**config.mk**
```make
export PLATFORM = sky130hd
export DESIGN_NAME = led_effect_pwm_sequencer_core
export DESIGN_NICKNAME = d
export VERILOG_FILES = /design/src/design/lepwm_pkg.sv /design/src/design/led_effect_pwm_sequencer_core.sv
export SDC_FILE = /design/constraint.sdc
export NUM_CORES = 1
export LEC_CHECK = 0
export ABC_CLOCK_PERIOD_IN_PS = 11450
export BUFFER_PORTS_ARGS = -buffer_cell sky130_fd_sc_hd__buf_2
export CORE_ASPECT_RATIO = 1.2
export CORE_MARGIN = 3
export CORE_UTILIZATION = 60
export DETAILED_ROUTE_END_ITERATION = 10
export PLACE_DENSITY = 0.79
export SYNTH_ARGS = -nofsm -noshare
export SYNTH_HDL_FRONTEND = slang
export SYNTH_SLANG_ARGS = --single-unit
```
**constraint.sdc**
```tcl
create_clock -name clk -period 11.45 [get_ports clk]
set_clock_uncertainty 0.2 [all_clocks]
set_input_delay 1.145 -clock clk [delete_from_list [all_inputs] [get_ports clk]]
set_output_delay 1.145 -clock clk [all_outputs]
set_load 0.01 [all_outputs]
```
**src/design/lepwm_pkg.sv**
```systemverilog
package lepwm_pkg;

  typedef struct packed {
    logic       kind;
    logic [3:0] mode;
    logic [9:0] value;
  } in_item_t;

  typedef struct packed {
    logic [10:0] period;
    logic [10:0] duty;
  } out_item_t;

  localparam logic KIND_TICK = 1'b0;
  localparam logic KIND_CMD  = 1'b1;

  localparam logic [3:0] MODE_OFF        = 4'd0;
  localparam logic [3:0] MODE_BREATHE    = 4'd1;
  localparam logic [3:0] MODE_FAST_BLINK = 4'd2;
  localparam logic [3:0] MODE_SLOW_BLINK = 4'd3;
  localparam logic [3:0] MODE_ON         = 4'd4;
  localparam logic [3:0] MODE_TOGGLE     = 4'd5;
  localparam logic [3:0] MODE_BRIGHTNESS = 4'd6;
  localparam logic [3:0] MODE_FADE_OUT   = 4'd7;
  localparam logic [3:0] MODE_FADE_IN    = 4'd8;
  localparam logic [3:0] MODE_RATE_BLINK = 4'd9;
  localparam logic [3:0] MODE_DBL_FLASH  = 4'd10;

  // Hardware limit of the ceiling register
  localparam int unsigned CEIL_MAX = 1023;

  // floor(x / 50) for x < 1024 as (x * 1311) >> 16
  localparam logic [10:0] DIV50_MUL   = 11'd1311;
  localparam int unsigned DIV50_SHIFT = 16;

  localparam logic [9:0]  DARK_OFFSET = 10'd10;

  localparam logic [6:0]  FAST_WRAP   = 7'd40;
  localparam logic [6:0]  FAST_ON     = 7'd20;
  localparam logic [6:0]  FLASH_WRAP  = 7'd100;
  localparam logic [6:0]  FLASH_END1  = 7'd10;
  localparam logic [6:0]  FLASH_BEG2  = 7'd20;
  localparam logic [6:0]  FLASH_END2  = 7'd30;
  localparam logic [6:0]  FLASH_BEG3  = 7'd40;

  localparam logic [10:0] BLINK_SAT   = 11'd2047;

endpackage

```
**src/design/led_effect_pwm_sequencer_core.sv**
```systemverilog
// Channel  | Direction | Handshake                  | Payload
// ---------+-----------+----------------------------+-----------------------------
// in       | input     | in_valid / in_ready        | in_data  (kind, mode, value)
// out      | output    | out_valid / out_ready      | out_data (period, duty)
//
// One transaction per cycle sustained while out_ready stays high: an item is
// held in the input register, then the effect logic updates the channel state
// and, when the item causes a PWM write, loads the result register.
// A stalled result register holds the input register; in_ready then follows
// out_ready. Reset (rst, synchronous) restores steady-on mode, ceiling at full
// scale, and empties both registers.
module led_effect_pwm_sequencer_core #(
  parameter int unsigned FULL_SCALE = 100,
  parameter int unsigned MAX_VALUE  = 1023
) (
  input  logic                  clk,
  input  logic                  rst,
  input  logic                  in_valid,
  output logic                  in_ready,
  input  lepwm_pkg::in_item_t   in_data,
  output logic                  out_valid,
  input  logic                  out_ready,
  output lepwm_pkg::out_item_t  out_data
);

  import lepwm_pkg::*;

  localparam int unsigned CeilLimInt = (MAX_VALUE > CEIL_MAX) ? CEIL_MAX : MAX_VALUE;
  localparam int unsigned FullInt    = (FULL_SCALE > CeilLimInt) ? CeilLimInt : FULL_SCALE;
  localparam logic [9:0]  CeilLim    = 10'(CeilLimInt);
  localparam logic [9:0]  FullVal    = 10'(FullInt);

  // Input and result registers
  logic      s_valid;
  in_item_t  s_item;
  logic      o_valid;
  out_item_t o_item;

  // Channel state
  logic [9:0]         ceiling;
  logic signed [11:0] breath_count;
  logic               breath_rising;
  logic [6:0]         pattern_count;
  logic [10:0]        blink_count;
  logic [3:0]         current_mode;
  logic [9:0]         level;
  logic [10:0]        last_duty;

  logic [9:0]         ceiling_next;
  logic signed [11:0] breath_count_next;
  logic               breath_rising_next;
  logic [6:0]         pattern_count_next;
  logic [10:0]        blink_count_next;
  logic [3:0]         current_mode_next;
  logic [9:0]         level_next;

  logic        fire;
  logic        produce;
  logic [10:0] res_period;
  logic [10:0] res_duty;

  logic [20:0] div_prod;
  logic [4:0]  ceil_div50;
  logic [10:0] period_std;
  logic [10:0] dark_duty;
  logic [10:0] toggle_duty;
  logic [9:0]  fade_sub;

  assign fire     = s_valid && (!o_valid || out_ready);
  assign in_ready = !s_valid || fire;

  assign out_valid = o_valid;
  assign out_data  = o_item;

  assign div_prod    = {11'd0, ceiling} * {10'd0, DIV50_MUL};
  assign ceil_div50  = div_prod[DIV50_SHIFT +: 5];
  assign period_std  = {1'b0, ceiling} + {6'd0, ceil_div50};
  assign dark_duty   = {1'b0, ceiling} + {1'b0, DARK_OFFSET};
  assign toggle_duty = (last_duty != 11'd0) ? 11'd0 : dark_duty;
  assign fade_sub    = (s_item.value > FullVal) ? FullVal : s_item.value;

  always_comb begin
    ceiling_next       = ceiling;
    breath_count_next  = breath_count;
    breath_rising_next = breath_rising;
    pattern_count_next = pattern_count;
    blink_count_next   = blink_count;
    current_mode_next  = current_mode;
    level_next         = level;
    produce            = 1'b0;
    res_period         = period_std;
    res_duty           = 11'd0;

    if (s_item.kind == KIND_CMD) begin
      current_mode_next = s_item.mode;
      level_next        = s_item.value;
      unique case (s_item.mode) inside
        MODE_OFF, MODE_FAST_BLINK, MODE_SLOW_BLINK, MODE_ON: begin
          ceiling_next = FullVal;
        end
        MODE_BREATHE: begin
          ceiling_next = (s_item.value > CeilLim) ? CeilLim : s_item.value;
        end
        MODE_TOGGLE: begin
          produce    = 1'b1;
          res_period = {1'b0, ceiling};
          res_duty   = toggle_duty;
        end
        MODE_BRIGHTNESS: begin
          produce  = 1'b1;
          res_duty = {1'b0, s_item.value};
        end
        MODE_FADE_OUT, MODE_FADE_IN: begin
          level_next = FullVal - fade_sub;
        end
        default: begin
        end
      endcase
    end else begin
      // Breathing runs on every tick, ahead of the mode effect
      if (breath_count < $signed({7'd0, ceil_div50})) breath_rising_next = 1'b1;
      if (breath_count > $signed({2'd0, ceiling}))    breath_rising_next = 1'b0;
      breath_count_next = breath_rising_next ? breath_count + 12'sd1
                                             : breath_count - 12'sd1;

      unique case (current_mode)
        MODE_OFF: begin
          produce  = 1'b1;
          res_duty = dark_duty;
        end
        MODE_BREATHE: begin
          produce  = 1'b1;
          res_duty = breath_count_next[11] ? 11'd0 : breath_count_next[10:0];
        end
        MODE_FAST_BLINK: begin
          pattern_count_next = (pattern_count > FAST_WRAP) ? 7'd0 : pattern_count + 7'd1;
          produce  = 1'b1;
          res_duty = (pattern_count_next > FAST_ON) ? {1'b0, ceiling} : 11'd0;
        end
        MODE_SLOW_BLINK: begin
          produce  = 1'b1;
          res_duty = breath_rising_next ? 11'd0 : {1'b0, ceiling};
        end
        MODE_ON: begin
          produce  = 1'b1;
          res_duty = 11'd0;
        end
        MODE_FADE_OUT: begin
          produce  = 1'b1;
          res_duty = {1'b0, level};
          if (level < FullVal) level_next = level + 10'd1;
        end
        MODE_FADE_IN: begin
          produce  = 1'b1;
          res_duty = {1'b0, level};
          if (level != 10'd0) level_next = level - 10'd1;
        end
        MODE_RATE_BLINK: begin
          if (blink_count >= {1'b0, level}) begin
            blink_count_next = 11'd0;
            produce          = 1'b1;
            res_period       = {1'b0, ceiling};
            res_duty         = toggle_duty;
          end else begin
            blink_count_next = (blink_count >= BLINK_SAT) ? BLINK_SAT : blink_count + 11'd1;
          end
        end
        MODE_DBL_FLASH: begin
          pattern_count_next = (pattern_count > FLASH_WRAP) ? 7'd0 : pattern_count + 7'd1;
          produce  = 1'b1;
          if ((pattern_count_next > 7'd0 && pattern_count_next < FLASH_END1) ||
              (pattern_count_next > FLASH_BEG2 && pattern_count_next < FLASH_END2) ||
              pattern_count_next > FLASH_BEG3) begin
            res_duty = {1'b0, ceiling};
          end
        end
        default: begin
        end
      endcase
    end
  end

  always_ff @(posedge clk) begin
    if (rst) begin
      s_valid       <= 1'b0;
      o_valid       <= 1'b0;
      ceiling       <= FullVal;
      breath_count  <= 12'sd0;
      breath_rising <= 1'b0;
      pattern_count <= 7'd0;
      blink_count   <= 11'd0;
      current_mode  <= MODE_ON;
      level         <= 10'd0;
      last_duty     <= 11'd0;
    end else begin
      if (in_ready) begin
        s_valid <= in_valid;
      end
      if (fire) begin
        ceiling       <= ceiling_next;
        breath_count  <= breath_count_next;
        breath_rising <= breath_rising_next;
        pattern_count <= pattern_count_next;
        blink_count   <= blink_count_next;
        current_mode  <= current_mode_next;
        level         <= level_next;
        if (produce) begin
          last_duty <= res_duty;
        end
      end
      // Drop a taken result unless a new one replaces it
      if (fire && produce) begin
        o_valid <= 1'b1;
      end else if (out_ready) begin
        o_valid <= 1'b0;
      end
    end
  end

  always_ff @(posedge clk) begin
    if (in_ready && in_valid) begin
      s_item <= in_data;
    end
    if (fire && produce) begin
      o_item.period <= res_period;
      o_item.duty   <= res_duty;
    end
  end

  a_last_duty_follows: assert property (@(posedge clk) disable iff (rst)
    (fire && produce) |=> (out_valid && last_duty == out_data.duty))
    else $error("last_duty does not match the written duty");

  a_ceiling_limit: assert property (@(posedge clk) disable iff (rst)
    ceiling <= CeilLim)
    else $error("ceiling above its clamp");

  a_pattern_range: assert property (@(posedge clk) disable iff (rst)
    pattern_count <= FLASH_WRAP + 7'd1)
    else $error("pattern counter out of range");

  a_breath_range: assert property (@(posedge clk) disable iff (rst)
    (breath_count >= -12'sd1) && (breath_count <= 12'sd1024))
    else $error("breathing counter out of range");

endmodule

```
== After elaboration in Yosys (flattened, before gate mapping) ==
Cells that the tools add are included.

* Add/subtract/negate cells: 9
* $mul: 1
* Div/mod/pow operators: 0
* Order comparisons: 15
* Equal/unequal tests: 18
* Shifts and indexed selects: 0
* Mux-type cells: 36
* Bitwise logic cells: 1
* Reduce and logical (&&, ||, !) cells: 31

{| class="wikitable"
|+ Operators with widths
! cell !! count
|-
| $mux W11 || 10
|-
| $mux W10 || 9
|-
| $pmux W11 S7 || 1
|-
| $pmux W10 S2 || 2
|-
| $eq A4 B3 Y1 const B || 6
|-
| $pmux W11 S2 || 1
|-
| $mul A10 B11 Y21 const B || 1
|-
| $eq A4 B2 Y1 const B || 4
|-
| $eq A4 B4 Y1 const B || 4
|-
| $gt A7 B5 Y1 const B || 2
|-
| $gt A7 B6 Y1 const B || 2
|-
| $mux W7 || 2
|-
| $pmux W7 S2 || 1
|-
| $add A12 B2 Y12 const B || 1
|-
| $gt A12 B11 Y1 || 1
|-
| $lt A12 B6 Y1 || 1
|-
| $mux W12 || 1
|-
| $sub A12 B2 Y12 const B || 1
|-
| $add A10 B4 Y11 const B || 1
|-
| $add A10 B5 Y11 || 1
|-
| $add A11 B1 Y11 const B || 1
|-
| $ge A11 B10 Y1 || 1
|-
| $ge A11 B11 Y1 const B || 1
|-
| $reduce_bool A11 Y1 || 1
|-
| other kinds (29) || 55
|}

* Flip-flop bits (word level): 105
* Bits in latches: 0
* Bits in writable memories: 0
* Bits in read-only memories: 0
* Input bits: 19
* Output and inout port bits: 24
* Logic and storage cells: 126
* Memories: 0

== Longest topological paths before layout ==
* Depth in word-level cells: 9
* Depth in mapped cells: 37
* Mapped depth without buffers: 37

== Least setup slack after synthesis ==
No wires, ideal clock.

* Kind: register to register
* Start point: register ceiling[7]
* End point: register o_item (netlist bit out_data[5]) (data pin)
* Arrival: 8.213 ns
* Required time: 10.984 ns
* Path slack: 2.770 ns
* Cell stages (with the launch flop): 35
* Buffers on the path: 0
* Period minus slack after synthesis: 8.680 ns
* Cells stage by stage: dfxtp_1 fa_1 inv_1 fa_1 inv_1 fa_1 inv_1 fa_1 inv_1 fa_1 ha_1 nand4_1 nor2_1 o221ai_2 a31oi_4 or2_2 a21oi_1 o21bai_1 xor2_1 inv_1 ha_1 a2111oi_0 nand2_1 a2111oi_2 nor2_1 ha_1 a21oi_1 o211ai_2 o2111ai_1 a31oi_1 xnor2_1 or4_4 a21boi_2 o41ai_2 nand2_1

* Longest elaborated chain between the ends: 9
* Elaborated cells between the ends (all ways): 11
* Those cells by class: mul (1); order compare (2); mux (8)

{| class="wikitable"
|+ Ends and longest elaborated chain
! item !! line !! RTL
|-
| start: declaration || led_effect_pwm_sequencer_core.sv:40 || <nowiki>logic [9:0] ceiling;</nowiki>
|-
| start signal: assignment || led_effect_pwm_sequencer_core.sv:187 || <nowiki>ceiling <= FullVal;</nowiki>
|-
| start signal: assignment || led_effect_pwm_sequencer_core.sv:200 || <nowiki>ceiling <= ceiling_next;</nowiki>
|-
| $mul A10 B11 Y21 || led_effect_pwm_sequencer_core.sv:75 || <nowiki>assign div_prod = {11'd0, ceiling} * {10'd0, DIV50_MUL};</nowiki>
|-
| $lt A12 B6 Y1 || led_effect_pwm_sequencer_core.sv:121 || <nowiki>if (breath_count < $signed({7'd0, ceil_div50})) breath_rising_next = 1'b1;</nowiki>
|-
| $mux W1 || led_effect_pwm_sequencer_core.sv:121 ||
|-
| $mux W1 (*) || led_effect_pwm_sequencer_core.sv:122 || <nowiki>if (breath_count > $signed({2'd0, ceiling})) breath_rising_next = 1'b0;</nowiki>
|-
| $mux W1 (*) || led_effect_pwm_sequencer_core.sv:94 || <nowiki>if (s_item.kind == KIND_CMD) begin</nowiki>
|-
| $mux W12 || led_effect_pwm_sequencer_core.sv:123 || <nowiki>breath_count_next = breath_rising_next ? breath_count + 12'sd1</nowiki>
|-
| $mux W11 || led_effect_pwm_sequencer_core.sv:133 || <nowiki>res_duty = breath_count_next[11] ? 11'd0 : breath_count_next[10:0];</nowiki>
|-
| $pmux W11 S7 (*) || led_effect_pwm_sequencer_core.sv:126 || <nowiki>unique case (current_mode)</nowiki>
|-
| $mux W11 (*) || led_effect_pwm_sequencer_core.sv:94 ||
|-
| via res_duty[5] || led_effect_pwm_sequencer_core.sv:60 || <nowiki>logic [10:0] res_duty;</nowiki>
|-
| end: declaration || led_effect_pwm_sequencer_core.sv:37 || <nowiki>out_item_t o_item;</nowiki>
|}

The timed path passes the listed nets; every way through them passes the cells marked *. The select of a mux whose other input is x is not followed.
A chain may end at the register's enable or synchronous reset.

== Final worst setup path ==
Ends and elaborated chain as after synthesis.

==> metrics.md <==
| Metric | Value |
|---|---|
| DRC viols | `0` |
| Register area | `0.002472 mm^2` |
| Final period utilization | `0.8813` |
| Count leader, synth | `ha_1` |
| Initial antenna violation count | `0` |
| Clk buf depth | `2` |
| Top post-synthesis cells by count | `124 x ha_1, 93 x nand2_1, 84 x a21oi_1` |
| Post-Synth Adder-Cell Area | `0.2328` |
| Diodes inserted | `0` |
| Synthesized Nets | `1,200` |
| Die area | `0.01649 mm^2` |
| Num Clock Sinks | `105` |
| Post-CTS Setup Inserts | `0` |
| Clk Latency, worst-skew pair | `0.36 ns` |
| Detailed placement HPWL | `17,910 um` |
| Cell taking the most area after synthesis | `ha_1` |
| Reg2reg path depth | `34` |
| Xor/xnor share of the synthesized area | `0.03899` |
| Compound-Gate Fraction of Synth Area | `0.2192` |
| Final hold violations | `0` |
| Top post-synthesis cells by area | `ha_1 17%, dfxtp_1 15%, edfxtp_1 12%` |
| Vias per cell | `6.296` |
| TritonCTS clock tree | `yes` |
| HP Class | `register to register` |
| Fillers | `1,253` |
| Simple-gate share of the synthesized area | `0.1656` |
| Share of cells above drive strength 1 | `0.08952` |
| Largest family of logic cells by synthesized area | `adder cells` |
| Core area | `0.01453 mm^2` |
| Setup WS post-layout | `1.359 ns` |
| Clock buffer count from CTS | `9` |
| Min cycle time layout | `10.09 ns` |
| RSZ-0062 raised after global routing | `no` |
| Mux cell area share after synthesis | `0.01379` |
| Drt total wl | `23,560 um` |
| CTS root buf | `clkbuf_16` |
| Slowest cell delay on critical path | `0.65 ns` |
| Die extent in x | `117.7 um` |
| Library cells used by synthesis | `81` |
| Port bufs | `42` |
| Vias in the first global route | `7,535` |
| Fin. max-slew vios | `0` |
| Worst-margin pin slew | `1.168 ns` |
| Max cap viols | `0` |
| Vias post-DR | `7,870` |
| Arr. time, crit path | `9.99 ns` |
| Synth warn | `0` |
| Synth top area share | `0.1727` |
| Die H | `140.1 um` |
| Pin count of the biggest net entering global routing | `61` |
| Main synth FF type | `dfxtp_1` |
| WL per Instance | `18.85 um` |
| Post-layout nets | `1,215` |
| Total Routing Usage GR | `0.2853` |
| Peak VDD IR | `0.0001248 V` |
| Pwr Density | `123.9 mW/mm^2` |
| CTS resizes | `0` |
| Mapped cell area | `0.008985 mm^2` |
| Async S/R FF share, synth | `0` |
| CP Launch Type | `register` |
| # hold bufs at CTS | `0` |
| Worst-path clk slew | `0.08 ns` |
| Register bit count reported by yosys | `105` |
| Syn Area/Cell | `8.723 um^2` |
| Detail Route Antenna Nets | `0` |
| Run status | `finished, final reports clean` |
| Sequential element share of the synthesized area | `0.2752` |
| CP Max Fanout | `14` |
| Worst path slowest cell | `fa_1` |
| CTS H-tree lvls | `3` |
| Post-Synthesis Cells | `1,030` |
| Area of the multi-input gates | `0.006023 mm^2` |
| TritonRoute pass-1 iters | `8` |
| Final setup viols | `0` |
| Site Rows | `48` |
| First-pass GRT wire length | `38,270 um` |
| Initial Utilization | `0.6182` |
| Worst hold path depth | `2` |
| Synth-to-Final Area Change | `6.726%` |
| Max transition margin | `0.2168` |
| Critical path required time | `11.35 ns` |
| Number of I/O pins | `43` |
| WS Path Type | `register to register` |
| Routability cong. | `0.9732` |
| Gr ovfl total | `0` |
| Pre-CTS setup slack | `1.576 ns` |
| Number of synthesized flops with an enable pin | `37` |
| P_leak | `4.006 nW` |
| Total negative setup slack | `0 ns` |
| Critical path endpoint category | `register` |
| FMAX | `99.10 MHz` |
| Initial DRC count | `750` |
[cells in the final DEF (no fill, tap or decap), types with 10 or more instances in the layout]
cell,n
a211oi_1,12
a21o_1,12
a21oi_1,84
a22oi_1,12
a31oi_1,21
buf_2,42
dfxtp_1,68
edfxtp_1,37
fa_1,27
ha_1,124
inv_1,81
nand2_1,93
nand2b_1,14
nand3_1,40
nor2_1,73
nor3_1,25
o21ai_0,45
o21ai_1,10
xnor2_1,30
xor2_1,10
[critical path: cells and delay by family (launching register included)]
kind,cells,cell delay (ns)
flops,1,0.46
buf+inv,5,0.34
fa+ha+maj,8,3.71
xor+xnor,2,0.74
simple gates,7,1.39
compound gates,12,2.96
[sequential cells by signal, summed over array words and instances (netlist names)]
register,flops
blink_count,11
breath_count,12
breath_rising,1
ceiling,10
current_mode,4
last_duty,11
level,10
out_data,22
out_valid,1
pattern_count,7
s_item,15
s_valid,1
[power by group]
part | switching, W | internal, W
sequential | 0.0000262 | 0.000404
combinational | 0.000277 | 0.000167
clock | 0.000145 | 0.000170
[routing by layer]
layer  up-vias  global-route usage  part of all wire
met1      3740              0.3699              0.42
met5         -                   0                 0
met4         0              0.1512             0.051
met3        72             0.03191             0.046
li1       3799                   -                 -
met2       259              0.4706              0.48
[final timing paths]
kind                            slack [ns]             to           from
worst max-delay path                  1.36    out_data[5]     ceiling[7]
worst min-delay path                  0.28  breath_rising  breath_rising
worst max register to register        1.36    out_data[5]     ceiling[7]
worst min register to register        0.28  breath_rising  breath_rising
[cell type report]
type | count | area share
sequential | 105 | 0.2578
clock inverter | 5 | 0.005741
clock buffer | 11 | 0.02427
tap | 200 | 0.02610
multi-input combinational | 799 | 0.6281
inverter | 84 | 0.03288
timing repair buffer | 46 | 0.02505
[per-stage QoR]
stage / power (W) / utilization / cell area [um^2] / hold slack, ns / instances
floorplan: 0.0007588 / - / 8985 / 0.2366 / 1030
global placement: 0.0008625 / 0.6400 / 9301 / 0.2495 / 1234
detailed placement: 0.0008673 / 0.6400 / 9301 / 0.2597 / 1234
CTS: 0.001176 / 0.6598 / 9589 / 0.2705 / 1250
global route: 0.001250 / 0.6598 / 9589 / 0.3108 / 1250
finish: 0.001188 / 0.6598 / 9589 / 0.2762 / 1250
[kinds of logic (layout without fill, tap and decap cells)]
logic type | after synthesis | after routing
buf+inv | 126 | 146
flops | 105 | 105
fa+ha+maj | 151 | 151
compound gates | 287 | 287
mux | 12 | 12
simple gates | 309 | 309
xor+xnor | 40 | 40
(Power assumes the default switching activity.)
